## config.mk

```make
export PLATFORM = sky130hd
export DESIGN_NAME = gbs_ctrl
export DESIGN_NICKNAME = d
export VERILOG_FILES = /design/src/rtl/gbs_pkg.sv /design/src/rtl/gbs_ctrl.sv
export SDC_FILE = /design/constraint.sdc
export NUM_CORES = 1
export LEC_CHECK = 0
export BUFFER_PORTS_ARGS = -buffer_cell sky130_fd_sc_hd__buf_2
export CAP_MARGIN = 0
export CELL_PAD_IN_SITES_DETAIL_PLACEMENT = 1
export CELL_PAD_IN_SITES_GLOBAL_PLACEMENT = 1
export CORE_AREA = 3 3 63 65
export DETAILED_ROUTE_END_ITERATION = 6
export DIE_AREA = 0 0 66 68
export HOLD_SLACK_MARGIN = 0.12
export PLACE_DENSITY = 0.88
export RECOVER_POWER = 50
export REMOVE_ABC_BUFFERS = 1
export SLEW_MARGIN = 20
export SYNTH_ARGS = -nofsm -noshare
export SYNTH_HDL_FRONTEND = slang
export SYNTH_SLANG_ARGS = --single-unit
```

## constraint.sdc

```tcl
create_clock -name clk -period 2.4 [get_ports clk]
set_clock_uncertainty 0.1 [all_clocks]
set_input_delay 0 -clock clk [delete_from_list [all_inputs] [get_ports clk]]
set_output_delay 0 -clock clk [all_outputs]
set_load 0.01 [all_outputs]
```

## src/rtl/gbs_pkg.sv

```systemverilog
package gbs_pkg;

  typedef enum logic [1:0] {
    RQ_ATTRACT = 2'd0,
    RQ_ADVANCE = 2'd1,
    RQ_SETACC  = 2'd2,
    RQ_LOAD    = 2'd3
  } rtype_t;

  typedef enum logic [0:0] {
    CFG_GRAV  = 1'b0,
    CFG_TSTEP = 1'b1
  } cfg_idx_t;

  typedef enum logic [3:0] {
    ST_IDLE, ST_DIFF, ST_PRE, ST_ZCHK, ST_SQRT, ST_POST,
    ST_DIV, ST_ACC, ST_ADV, ST_POS, ST_DONE
  } state_t;

  // multiplier operations, each retired in the cycle after issue
  typedef enum logic [4:0] {
    MOP_NONE, MOP_DXX, MOP_DYY, MOP_GM, MOP_NXL, MOP_NXH, MOP_NYL, MOP_NYH,
    MOP_DL, MOP_DH, MOP_AXT, MOP_AYT, MOP_HXL, MOP_HXH, MOP_HYL, MOP_HYH,
    MOP_VXT, MOP_VYT
  } mop_t;

  typedef struct packed {
    logic   accept;
    logic   diff;
    mop_t   mop;
    logic   coin_set;
    logic   sq_init;
    logic   sq_step;
    logic   div_init;
    logic   div_step;
    logic   acc_upd;
    logic   pos_upd;
    logic   out_load;
  } cmd_t;

  typedef struct packed {
    logic [1:0]         req_type;
    logic [31:0]        other_mass;
    logic signed [31:0] other_x;
    logic signed [31:0] other_y;
    logic signed [31:0] set_ax;
    logic signed [31:0] set_ay;
    logic signed [31:0] load_x;
    logic signed [31:0] load_y;
    logic signed [31:0] load_vx;
    logic signed [31:0] load_vy;
  } in_t;

  typedef struct packed {
    logic signed [31:0] pos_x;
    logic signed [31:0] pos_y;
    logic signed [31:0] vel_x;
    logic signed [31:0] vel_y;
    logic signed [31:0] acc_x;
    logic signed [31:0] acc_y;
    logic               coincident;
    logic               saturated;
  } res_t;

  localparam logic [31:0] ONE_Q824 = 32'h0100_0000;
  localparam logic [34:0] QCLAMP = 35'h2_0000_0000;
  localparam logic signed [49:0] SMAX50 = 50'sd2147483647;
  localparam logic signed [49:0] SMIN50 = -50'sd2147483648;

  localparam logic [6:0] PRE_LAST  = 7'd2;
  localparam logic [6:0] SQRT_LAST = 7'd32;
  localparam logic [6:0] POST_LAST = 7'd8;
  localparam logic [6:0] DIV_LAST  = 7'd104;
  localparam logic [6:0] ADV_LAST  = 7'd8;

  function automatic logic [31:0] mag32(input logic signed [31:0] v);
    return v[31] ? 32'(-v) : 32'(v);
  endfunction

  function automatic logic signed [49:0] sx50(input logic signed [31:0] v);
    return {{18{v[31]}}, v};
  endfunction

  // msb is the clamp flag
  function automatic logic [32:0] clamp32(input logic signed [49:0] v);
    if (v > SMAX50) return {1'b1, 32'h7fff_ffff};
    if (v < SMIN50) return {1'b1, 32'h8000_0000};
    return {1'b0, v[31:0]};
  endfunction

  function automatic mop_t pre_op(input logic [1:0] i);
    case (i)
      2'd0: return MOP_DXX;
      2'd1: return MOP_DYY;
      default: return MOP_NONE;
    endcase
  endfunction

  function automatic mop_t post_op(input logic [3:0] i);
    case (i)
      4'd0: return MOP_GM;
      4'd2: return MOP_NXL;
      4'd3: return MOP_NXH;
      4'd4: return MOP_NYL;
      4'd5: return MOP_NYH;
      4'd6: return MOP_DL;
      4'd7: return MOP_DH;
      default: return MOP_NONE;
    endcase
  endfunction

  function automatic mop_t adv_op(input logic [3:0] i);
    case (i)
      4'd0: return MOP_AXT;
      4'd1: return MOP_AYT;
      4'd2: return MOP_HXL;
      4'd3: return MOP_HXH;
      4'd4: return MOP_HYL;
      4'd5: return MOP_HYH;
      4'd6: return MOP_VXT;
      4'd7: return MOP_VYT;
      default: return MOP_NONE;
    endcase
  endfunction

endpackage

```

## src/rtl/gbs_ctrl.sv

```systemverilog
module gbs_ctrl (
  input  logic             clk,
  input  logic             rst,
  input  logic             req_valid,
  input  logic [1:0]       req_type,
  output logic             req_ready,
  input  logic             out_ready,
  output logic             out_valid,
  input  logic             s_zero,
  output gbs_pkg::cmd_t    cmd
);

  gbs_pkg::state_t state, state_next;
  logic [6:0] cnt, cnt_next;
  logic out_valid_next;

  always_ff @(posedge clk) begin
    if (rst) begin
      state     <= gbs_pkg::ST_IDLE;
      cnt       <= '0;
      out_valid <= 1'b0;
    end else begin
      state     <= state_next;
      cnt       <= cnt_next;
      out_valid <= out_valid_next;
    end
  end

  always_comb begin
    state_next = state;
    cnt_next   = cnt;
    cmd        = '0;
    cmd.mop    = gbs_pkg::MOP_NONE;
    req_ready  = 1'b0;
    out_valid_next = out_valid && !out_ready;
    case (state)
      gbs_pkg::ST_IDLE: begin
        req_ready = 1'b1;
        if (req_valid) begin
          cmd.accept = 1'b1;
          cnt_next   = '0;
          case (gbs_pkg::rtype_t'(req_type))
            gbs_pkg::RQ_ATTRACT: state_next = gbs_pkg::ST_DIFF;
            gbs_pkg::RQ_ADVANCE: state_next = gbs_pkg::ST_ADV;
            default:             state_next = gbs_pkg::ST_DONE;
          endcase
        end
      end
      gbs_pkg::ST_DIFF: begin
        cmd.diff   = 1'b1;
        state_next = gbs_pkg::ST_PRE;
      end
      gbs_pkg::ST_PRE: begin
        cmd.mop  = gbs_pkg::pre_op(cnt[1:0]);
        cnt_next = cnt + 7'd1;
        if (cnt == gbs_pkg::PRE_LAST) begin
          cnt_next   = '0;
          state_next = gbs_pkg::ST_ZCHK;
        end
      end
      gbs_pkg::ST_ZCHK: begin
        if (s_zero) begin
          cmd.coin_set = 1'b1;
          state_next   = gbs_pkg::ST_DONE;
        end else begin
          cmd.sq_init = 1'b1;
          state_next  = gbs_pkg::ST_SQRT;
        end
      end
      gbs_pkg::ST_SQRT: begin
        cmd.sq_step = 1'b1;
        cnt_next    = cnt + 7'd1;
        if (cnt == gbs_pkg::SQRT_LAST) begin
          cnt_next   = '0;
          state_next = gbs_pkg::ST_POST;
        end
      end
      gbs_pkg::ST_POST: begin
        cmd.mop  = gbs_pkg::post_op(cnt[3:0]);
        cnt_next = cnt + 7'd1;
        if (cnt == gbs_pkg::POST_LAST) begin
          cmd.div_init = 1'b1;
          cnt_next     = '0;
          state_next   = gbs_pkg::ST_DIV;
        end
      end
      gbs_pkg::ST_DIV: begin
        cmd.div_step = 1'b1;
        cnt_next     = cnt + 7'd1;
        if (cnt == gbs_pkg::DIV_LAST) begin
          cnt_next   = '0;
          state_next = gbs_pkg::ST_ACC;
        end
      end
      gbs_pkg::ST_ACC: begin
        cmd.acc_upd = 1'b1;
        state_next  = gbs_pkg::ST_DONE;
      end
      gbs_pkg::ST_ADV: begin
        cmd.mop  = gbs_pkg::adv_op(cnt[3:0]);
        cnt_next = cnt + 7'd1;
        if (cnt == gbs_pkg::ADV_LAST) begin
          cnt_next   = '0;
          state_next = gbs_pkg::ST_POS;
        end
      end
      gbs_pkg::ST_POS: begin
        cmd.pos_upd = 1'b1;
        state_next  = gbs_pkg::ST_DONE;
      end
      gbs_pkg::ST_DONE: begin
        // wait for the output register to free up
        if (!out_valid || out_ready) begin
          cmd.out_load   = 1'b1;
          out_valid_next = 1'b1;
          state_next     = gbs_pkg::ST_IDLE;
        end
      end
      default: state_next = gbs_pkg::ST_IDLE;
    endcase
  end

endmodule

```

; Yosys cells after proc, flatten, opt, wreduce, memory -nomap -nowiden
; Memory sizes are Yosys's and may differ from the RTL's. A register that Yosys moved wholly into a read port is not among the register bits.
; Index checks and enable logic that the tools add are counted.
; Widths: inputs -> output; s select.
[word_totals]
inputBits = 7
mem_bits_ro = 40
mem_count = 1
register_bits = 12
[mem_list]
columns = name, depth, width, read_ports, rd_ports_with_merged_regs, wr, line
row1 = (name not given), 8, 5, 1, 1, 0, gbs_pkg.sv:113  ; case (i)
[op_classes]
n_mux = 39
eq_ne = 29
add_sub_neg = 1
n_reduce_logical = 13
[ops]
columns = operator, n
row1 = $pmux 4 s10, 1
row2 = $mux 7, 5
row3 = $pmux 7 s5, 1
row4 = $eq 4x3->1 const B, 8
row5 = $mux 4, 8
row6 = $pmux 4 s7, 1
row7 = $eq 4x2->1 const B, 4
row8 = $mux 1, 16
row9 = $pmux 5 s3, 1
row10 = $ne 2x2->1 const B, 7
row11 = $eq 4x4->1 const B, 3
row12 = $logic_not 4->1, 2
row13 = $pmux 4 s2, 1
row14 = $add 7x1->7 const B, 1
row15 = $eq 7x2->1 const B, 1
row16 = $eq 7x4->1 const B, 1
row17 = $eq 7x6->1 const B, 1
row18 = $eq 7x7->1 const B, 1
row19 = $reduce_and 7->1, 1
row20 = $mux 3, 2
row21 = $mux 5, 1
row22 = $reduce_bool 5->1, 1
row23 = $eq 2x1->1 const B, 2
row24 = $eq 4x1->1 const B, 1
row25 = other kinds (8), 11

; Logic depth before layout (Yosys ltp)
; Gate-level depths: netlist of run 1.
[depth]
depth_word = 6
ltp_mapped = 7
mapped_depth_nobuf = 7

; Least setup slack after synthesis of run 1
; Ideal clock, no wire load.
[synth_timing]
kind = reg-to-reg
startpoint = register cnt[3]
endpoint = register cnt[1]
slack_ns = 0.399
t_arrival_ns = 1.786
stages_incl_launch_ff = 7
path_buffers = 1
t_required_ns = 2.185
cell_sequence = dfxtp_1 buf_2 or3_4 a2111oi_4 o32ai_2 o211a_1 o21a_1
[synth_between]
elab_chain_len = 3
word_cells_on_any_way = 9
classes_between = eq/ne (4) / mux (5)
[synth_rtl]
columns = element, line
row1 = start: declaration, gbs_ctrl.sv:14  ; logic [6:0] cnt, cnt_next;
row2 = start signal: assignment, gbs_ctrl.sv:24  ; cnt <= cnt_next;
row3 = $eq 7x4->1 (tied with other cells), "gbs_ctrl.sv:81, gbs_ctrl.sv:102"
row4 = "$mux 7, on equally long branches", -
row5 = $pmux 7 s5 (*), gbs_ctrl.sv:36  ; case (state)
; Mark *: on every way between the ends. The rest lies on a longest branch, timed or not.
; A chain may end at the register's enable or synchronous reset.

; Worst setup path after layout of run 1
[layout_timing]
startpoint = register cnt[4]
endpoint = register state[3]
[layout_between]
elab_chain_len = 3
word_cells_on_any_way = 10
classes_between = eq/ne (9) / reduce/logical (1)
[layout_rtl]
columns = element, line
row1 = $eq 7x7->1 (tied with other cells), gbs_ctrl.sv:90  ; if (cnt == gbs_pkg::DIV_LAST) begin
row2 = $ne 2x2->1 (no line), -
row3 = $reduce_and 7->1 (no line) (*), -
row4 = end signal: assignment, gbs_ctrl.sv:19  ; state <= gbs_pkg::ST_IDLE;
row5 = end signal: assignment, gbs_ctrl.sv:23  ; state <= state_next;
row6 = end: declaration, gbs_ctrl.sv:13  ; gbs_pkg::state_t state, state_next;
; Marks and branches as above.

==> results.yml, run 1 <==
synthesis:
  netlist_top_cells_count: "nor2_1, dfxtp_1, nand2_1, a21oi_1"
  synthArstFlopShare_pct: 0
  synthMuxAreaShare_pct: 1.43
  synth_edf_count: 0
  synth_fa_ha_area_share_pct: 5.36
  ys_types: 53
  synth-simple-area-share_pct: 32.3
  yosys_most_used_dff: "dfxtp_1"
  synth_area_leaders: "dfxtp_1, ha_1, nor2_1, a2111oi_2, a21oi_1"
  synth_area_um2: 1400
  avgSynthCellArea_um2: 7.83
  yosysMostFrequentCell: "nor2_1"
  synth_seq_area_share_pct: 24.3
  yosys_warnings: 0
  synth_compound_gate_area_share_pct: 29.4
  synth-seq-cells: 17
  synth_top_family_by_area: "simple AND/OR/NAND/NOR gates"
  synth_xor_area_share_pct: 0.625
  netlist_instances: 179
  yosys.area.top_type: "dfxtp_1"
  synth_top_area_share_pct: 24.3
power_and_ir_drop:
  p_comb_share_pct: 63.8
  p_leak_nw: 0.648
  power_density_nw_per_um2: 918
  ir_drop_mv: 0.404
  pwr-share-clk_pct: 10.7
  p_seq_share_pct: 25.5
  intPower_mw: 0.781
  switching_power_mw: 0.737
  switching_share_pct: 48.5
min_path:
  hold_path.startpoint: "req_type[0]"
  hold_depth: 5
  hold-path-endpoint: "state[3]"
  hold_path_class: "input port to register"
clocking:
  h-tree-depth: 1
  tritoncts: "yes"
  clkTransAtPathRegs_ns: 0.11
  cts_root_buf: "clkbuf_4"
  post_cts_buffers: 0
  clk_latency_ns: 0.30
  clkSinkCount: 17
  cts_made_buffers: 3
  clock_path_buffers: 2
sta:
  maxSlewHeadroom_pct: 62.5
  worst_slack_ns: 0.126
  finalHoldViolCount: 0
  whs_ns: 0.196
  worstMarginPinSlew_ns: 0.558
  fmax_mhz: 440
  fin_crit_ns: 2.27
  tns_ns: 0
  finalCritPeriodShare_pct: 94.8
  slew_violations: 0
  grt_setup_unrepaired: "false"
  setup_viol: 0
run_status:
  status: "finished, final reports clean"
global_route:
  grt_pass1_vias: 1424
  track_usage_pct: 20.2
  overflow: 0
  grt_pass1_wl_um: 6930
  grt_max_degree: 22
  antenna_found_initial: 0
setup_path:
  endpoint_kind: "register"
  crit_start: "cnt[4]"
  required_ns: 2.50
  critPathArrivalTime_ns: 2.38
  path_max_fanout: 7
  critPathKind: "register to register"
  r2r_setup_slack_ns: 0.13
  reg2regPathDepth: 5
  r2r_start: "cnt[4]"
  r2r-end: "state[3]"
  worstSetupStartpointType: "register"
routing:
  dr.pass1.iters: 4
  wl_per_cell_um: 16.8
  num_vias: 1442
  wirelength_um: 4220
  ant_nets: 0
  vias_per_cell: 5.72
  drc_errors: 0
  drt_iter0_drc: 60
run:
  maxCapViolations: 0
layout:
  area_delta_synth_final_pct: 18.0
  design_area_um2: 1650
  n_antenna_cell: 0
  final_nets: 220
  drive_above_1_share_pct: 18.9
die:
  die_w_um: 66
  start_util_pct: 41.3
  die_area_um2: 4490
  io_pins: 24
  rows: 21
  core_um2: 3390
  die_y_um: 68
place:
  io_buffers: 23
  place_area_um2: 1600
  place_congestion: 0.837
  dp_slack_ns: 0.168
  hpwl_um: 3120
==> critical path, stage by stage (launching register included) <==
cell,delay (ns)
dfxtp_1,0.41
nor4_1,0.55
a311oi_1,0.21
or2_1,0.36
nand2b_1,0.21
o41ai_2,0.35
==> layer usage <==
layer	share of wire (%)	GRT usage (%)
met5	0	0
met4	1.1	6.35
met3	3.1	2.46
met2	49	37.2
met1	46	24.3
==> worst max-delay path by stage <==
| stage | endpoint | slack (ns) | depth (start not counted) |
|---|---|---|---|
| 6_report | state[3] | 0.13 | 5 |
| 5_1_grt | state[3] | 0.04 | 5 |
| 4_1_cts | cnt[4] | 0.14 | 7 |
| 3_5_place_dp | cnt[4] | 0.17 | 7 |
| 3_3_place_gp | register | 0.32 | 5 |
| 2_1_floorplan | cnt[2] | 0.22 | 5 |
==> repair_timing <==
action	4_1_cts	5_1_grt
hold endpoints to repair	12	0
hold buffers	4	0
resized for setup	0	1
endpoints found under the setup margin	0	1
==> per-stage QoR <==
step,std cells,utilization [%],power (mW)
2_1_floorplan,164,-,1.01
4_1_cts,252,49.0,1.52
3_5_place_dp,244,47.1,1.35
3_3_place_gp,244,47.1,1.32
5_1_grt,252,48.8,1.64
6_report,252,48.8,1.52
==> power by group through the flow <==
stage	Clock, mW	Sequential (mW)	Combinational [mW]
after floorplan	0	0.422	0.587
after global placement	0	0.386	0.932
after detailed placement	0	0.389	0.957
after CTS	0.167	0.382	0.966
after global routing	0.180	0.393	1.07
final	0.163	0.387	0.969
==> layout by cell type, fill, tap and decap left out, drive strengths merged, types with 2 or more instances in the layout <==
master	instances
nor4	5
and3	6
or2	4
a311oi	2
nor3	7
a21oi	11
nor2	21
nand3	4
mux2i	2
o21ai	9
or3	2
buf	24
ha	6
o21a	3
inv	5
a31oi	3
a2111oi	5
clkbuf	14
nand2	12
and2	4
a211o	2
nand2b	6
a211oi	4
dfxtp	17
or3b	2
o32ai	2
nor2b	3
dlygate4sd3	4
nand3b	2
==> layout make-up <==
cell class              count  area [um^2]
repair buffers             38          238
inverters                   5         18.8
flip-flops and latches     17          340
multi-input cells         142          973
fillers                   429         1740
well taps                  46         57.6
clock buffers               4         26.3
==> kinds of logic after synthesis <==
family                   count (synthesis)
AND/OR/NAND/NOR                         82
AO/OA/AOI/OAI                           51
buffers and inverters                   20
flip-flops                              17
adder cells (fa/ha/maj)                  6
multiplexers                             2
XOR/XNOR                                 1
No activity file was read; power rests on OpenSTA's default activity.
==> inputs of run 2 (changes only) <==
--- a/config.mk
+++ b/config.mk
@@ -14,7 +14,7 @@
 export DIE_AREA = 0 0 66 68
 export HOLD_SLACK_MARGIN = 0.12
 export PLACE_DENSITY = 0.88
-export RECOVER_POWER = 50
+export RECOVER_POWER = 25
 export REMOVE_ABC_BUFFERS = 1
 export SLEW_MARGIN = 20
 export SYNTH_ARGS = -nofsm -noshare
==> run 2 against run 1 <==
Effect of this change: flip-flop and latch count stayed put; register-to-register slack better by 0.07 ns; clock-buffer cell count stayed put; highest routed layer unchanged.
==> results.yml, run 2 (synthesized netlist as in run 1, its figures left out) <==
clocking:
  h-tree-depth: 1
  post_cts_buffers: 0
  cts_root_buf: "clkbuf_4"
  clk_latency_ns: 0.30
  tritoncts: "yes"
  cts_made_buffers: 3
  clkTransAtPathRegs_ns: 0.11
  clkSinkCount: 17
  clock_path_buffers: 2
global_route:
  track_usage_pct: 20.2
  antenna_found_initial: 0
  grt_max_degree: 22
  grt_pass1_vias: 1424
  grt_pass1_wl_um: 6930
  overflow: 0
die:
  rows: 21
  die_area_um2: 4490
  start_util_pct: 41.3
  core_um2: 3390
  die_y_um: 68
  io_pins: 24
  die_w_um: 66
sta:
  grt_setup_unrepaired: "false"
  worstMarginPinSlew_ns: 0.519
  setup_viol: 0
  fmax_mhz: 454
  slew_violations: 0
  tns_ns: 0
  fin_crit_ns: 2.20
  finalHoldViolCount: 0
  finalCritPeriodShare_pct: 91.8
  maxSlewHeadroom_pct: 65.1
  whs_ns: 0.196
run_status:
  status: "finished, final reports clean"
setup_path:
  cpPeakStageDelay_ns: 0.45
  critPathArrivalTime_ns: 2.30
  worstPathCellList: "or3b_1 -> a311oi_1 -> or2_1 -> nor2_4 -> a2111oi_2"
  cp_slowest_cell: "dfxtp_1"
  required_ns: 2.50
  path_max_fanout: 12
  critPathBufInv: 0
  cp_top_family: "simple AND/OR/NAND/NOR gates"
  worstSetupStartpointType: "register"
  critPathKind: "register to register"
  endpoint_kind: "register"
layout:
  multiInputGateArea_um2: 980
  ff_latch_area_um2: 340
  n_antenna_cell: 0
  design_area_um2: 1670
  drive_above_1_share_pct: 21.4
  fill_cells: 426
  area_delta_synth_final_pct: 18.8
  final_cell_mix: "nor2_1, dfxtp_1, buf_2"
  final_nets: 220
  final_common_cell: "nor2_1"
routing:
  wirelength_um: 4210
  wl_per_cell_um: 16.7
  ant_nets: 0
  vias_per_cell: 5.70
  drt_iter0_drc: 61
  drc_errors: 0
  num_vias: 1437
  dr.pass1.iters: 4
place:
  io_buffers: 23
  hpwl_um: 3120
  place_area_um2: 1600
  place_congestion: 0.837
power_and_ir_drop:
  p_leak_nw: 0.668
  ir_drop_mv: 0.404
  power_density_nw_per_um2: 913
  power_mw: 1.52
min_path:
  hold_path_class: "input port to register"
run:
  maxCapViolations: 0
## run 2: changes by cell type in the layout (fill, tap and decap cells not counted)
cell,delta
buf_2,+4
nor4_1,-1
and2_0,-1
and2_1,+1
clkbuf_1,-4
nor4_2,+1
## run 2: where the power goes
group | internal [mW] | switching, mW
registers | 0.330 | 0.0563
logic | 0.389 | 0.582
clock network | 0.0648 | 0.0979
## run 2: area by class of cell
| cell class | instances | share of cell area [%] |
|---|---|---|
| inverter | 5 | 1.13 |
| tap | 46 | 3.46 |
| clock buffer | 4 | 1.58 |
| multi-input combinational | 142 | 58.8 |
| timing repair buffer | 38 | 14.6 |
| sequential | 17 | 20.4 |
## run 2: final timing paths
| check | start | to | slack, ns | depth (start not counted) |
|---|---|---|---|---|
| worst min register to register | cnt[5] | cnt[5] | 0.47 | 2 |
| worst max-delay path | state[0] | cnt[3] | 0.20 | 5 |
| worst max register to register | state[0] | cnt[3] | 0.20 | 5 |
| worst min-delay path | req_type[0] | state[3] | 0.20 | 5 |
## run 2: per-stage QoR
step	util, %	cells	setup WS, ns
final	49.1	252	0.196
after global routing	49.1	252	0.0737
after CTS	49.0	252	0.144
after detailed placement	47.1	244	0.168
after global placement	47.1	244	0.318
after floorplan	-	164	0.219
## run 2: timing repair
item / 4_1_cts / 5_1_grt
hold endpoints to repair: 12 / 0
resized for setup: 0 / 1
endpoints found under the setup margin: 0 / 1
hold buffers: 4 / 0
## run 2: layer usage
metal | vias up | global-route usage [%] | share of wire [%] | routed length (um)
li1 | 713 | - | - | -
met1 | 686 | 24.3 | 45 | 1910
met2 | 34 | 37.2 | 49 | 2080
met3 | 4 | 2.46 | 4.0 | 168
met4 | 0 | 6.35 | 1.1 | 45
met5 | - | 0 | 0 | 0
## run 2: worst reg2reg max path, delay by kind of cell, from the launching register on
family | cells | cell delay, ns
compound gates | 2 | 0.71
flops | 1 | 0.45
simple gates | 3 | 0.85
==> inputs of run 3 (changes only) <==
--- a/config.mk
+++ b/config.mk
@@ -9,13 +9,14 @@
 export CAP_MARGIN = 0
 export CELL_PAD_IN_SITES_DETAIL_PLACEMENT = 1
 export CELL_PAD_IN_SITES_GLOBAL_PLACEMENT = 1
-export CORE_AREA = 3 3 63 65
+export CORE_AREA = 3 3 66 68
 export DETAILED_ROUTE_END_ITERATION = 6
-export DIE_AREA = 0 0 66 68
+export DIE_AREA = 0 0 69 71
 export HOLD_SLACK_MARGIN = 0.12
-export PLACE_DENSITY = 0.88
+export PLACE_DENSITY_LB_ADDON = 0.08
 export RECOVER_POWER = 25
 export REMOVE_ABC_BUFFERS = 1
+export SETUP_SLACK_MARGIN = 0.02
 export SLEW_MARGIN = 20
 export SYNTH_ARGS = -nofsm -noshare
 export SYNTH_HDL_FRONTEND = slang
==> constraint.sdc (replaced) <==
create_clock -name clk -period 1.8 [get_ports clk]
set_clock_uncertainty 0.1 [all_clocks]
set_input_delay 0 -clock clk [delete_from_list [all_inputs] [get_ports clk]]
set_output_delay 0 -clock clk [all_outputs]
set_load 0.01 [all_outputs]
==> run 3 against run 2 <==
Effect of this change: the run now ends with setup timing left; final cell count rose by 15%; total power rose by 83%; worst setup slack got worse by 0.54 ns; die area rose by 9.2%; critical path depth rose by 4; combinational power rose by 100%; flip-flop and latch count did not move; global-route usage fell by 0.49 points; via count rose by 12%; first-iteration DRC count fell by 25%.
==> results.yml, run 3 (synthesized netlist as in run 1, its figures left out) <==
routing:
  wl_met1_um: 2240
  wl_met2_um: 2830
  wirelength_um: 5260
  top_layer_used: "met4"
  drc_errors: 0
  drt_iter0_drc: 46
  wl_per_cell_um: 18.2
  ant_nets: 0
  vias_per_cell: 5.58
  dr_wl_met3_um: 152
  dr.pass1.iters: 4
  num_vias: 1612
global_route:
  grt_max_degree: 20
  grt_pass1_vias: 1686
  grt_pass1_wl_um: 8010
  antenna_found_initial: 0
  overflow: 0
  track_usage_pct: 19.7
power_and_ir_drop:
  switching_share_pct: 44.8
  ir_drop_mv: 0.487
  p_leak_nw: 0.905
  p_comb_share_pct: 70.7
  power_density_nw_per_um2: 1320
  intPower_mw: 1.53
  switching_power_mw: 1.25
  p_seq_share_pct: 18.1
  pwr-share-clk_pct: 11.3
sta:
  finalCritPeriodShare_pct: 119
  fmax_mhz: 467
  slew_violations: 0
  setup_viol: 15
  worst_slack_ns: -0.341
  grt_setup_unrepaired: "true"
  tns_ns: -3.18
  whs_ns: 0.0785
  maxSlewHeadroom_pct: 72.2
  finalHoldViolCount: 0
  fin_crit_ns: 2.14
  worstMarginPinSlew_ns: 0.413
clocking:
  h-tree-depth: 1
  cts_made_buffers: 3
  clkTransAtPathRegs_ns: 0.08
  clk_latency_ns: 0.26
  cts_root_buf: "clkbuf_8"
  clock_path_buffers: 2
  clkSinkCount: 17
  tritoncts: "yes"
layout:
  design_area_um2: 2110
  final_nets: 253
  drive_above_1_share_pct: 46.9
  n_antenna_cell: 0
  final_common_cell: "buf_4"
  final_cell_mix: "buf_4, buf_2, nor2_1"
  fill_cells: 471
  area_delta_synth_final_pct: 50.4
min_path:
  hold_path_class: "input port to register"
setup_path:
  critPathKind: "register to register"
  endpoint_kind: "register"
  required_ns: 1.83
  worstSetupStartpointType: "register"
  path_max_fanout: 17
  critPathArrivalTime_ns: 2.17
die:
  core_um2: 3910
  start_util_pct: 35.8
  rows: 23
  die_y_um: 71
  io_pins: 24
  die_area_um2: 4900
  die_w_um: 69
run:
  maxCapViolations: 0
place:
  dp_slack_ns: -0.255
  place_congestion: 0.808
  io_buffers: 23
  place_area_um2: 1810
  hpwl_um: 3660
run_status:
  status: "complete, but fails checks"
  violations: "setup timing"
==> run 3: power groups by stage <==
stage	clock [mW]	sequential, mW	combinational, mW
global placement	0	0.492	1.55
global route	0.322	0.508	2.12
detailed placement	0	0.497	1.60
floorplan	0	0.563	0.783
CTS	0.310	0.493	1.72
finish	0.313	0.502	1.97
==> run 3: routing by layer <==
metal / up-vias / GRT usage, %
li1: 776 / -
met1: 800 / 23.6
met2: 32 / 37.5
met3: 4 / 2.56
met4: 0 / 3.47
met5: - / 0
==> run 3: what timing repair did <==
| item | CTS | global route |
|---|---|---|
| pin swaps | 7 | 15 |
| hold buffers | 1 | 1 |
| setup endpoints to repair | 20 | 21 |
| setup buffers | 1 | 5 |
| endpoints found under the hold margin | 11 | 10 |
| gates resized for setup | 23 | 27 |
==> run 3: through the flow <==
stage	cells	power, mW	utilization [%]
floorplan	164	1.35	-
global placement	277	2.04	46.1
detailed placement	277	2.10	46.1
CTS	283	2.52	49.9
global route	289	2.95	53.9
finish	289	2.78	53.9
==> run 3: layout make-up <==
| class | count | area [um^2] | share of cell area [%] |
|---|---|---|---|
| multi-input cells | 142 | 1120 | 53.3 |
| repair buffers | 71 | 504 | 23.9 |
| flip-flops and latches | 17 | 354 | 16.8 |
| well taps | 50 | 62.6 | 2.97 |
| clock buffers | 4 | 45.0 | 2.14 |
| inverters | 5 | 18.8 | 0.890 |
==> run 3: critical path, cell delays in order (launching register included) <==
cell and delay [ns]:
dfxtp_4 0.37, buf_4 0.11, buf_8 0.16, nand4bb_1 0.21, a31oi_1 0.09, buf_4 0.17, buf_4 0.13, nor3_2 0.25
a21oi_2 0.10, a311oi_1 0.32
==> run 3: worst paths after layout <==
path / depth (start not counted) / to / start / slack [ns]
setup / recovery: 9 / state[1] / state[1] / -0.34
hold / removal: 4 / state[2] / s_zero / 0.08
setup reg to reg: 9 / state[1] / state[1] / -0.34
hold reg to reg: 3 / cnt[0] / cnt[0] / 0.52
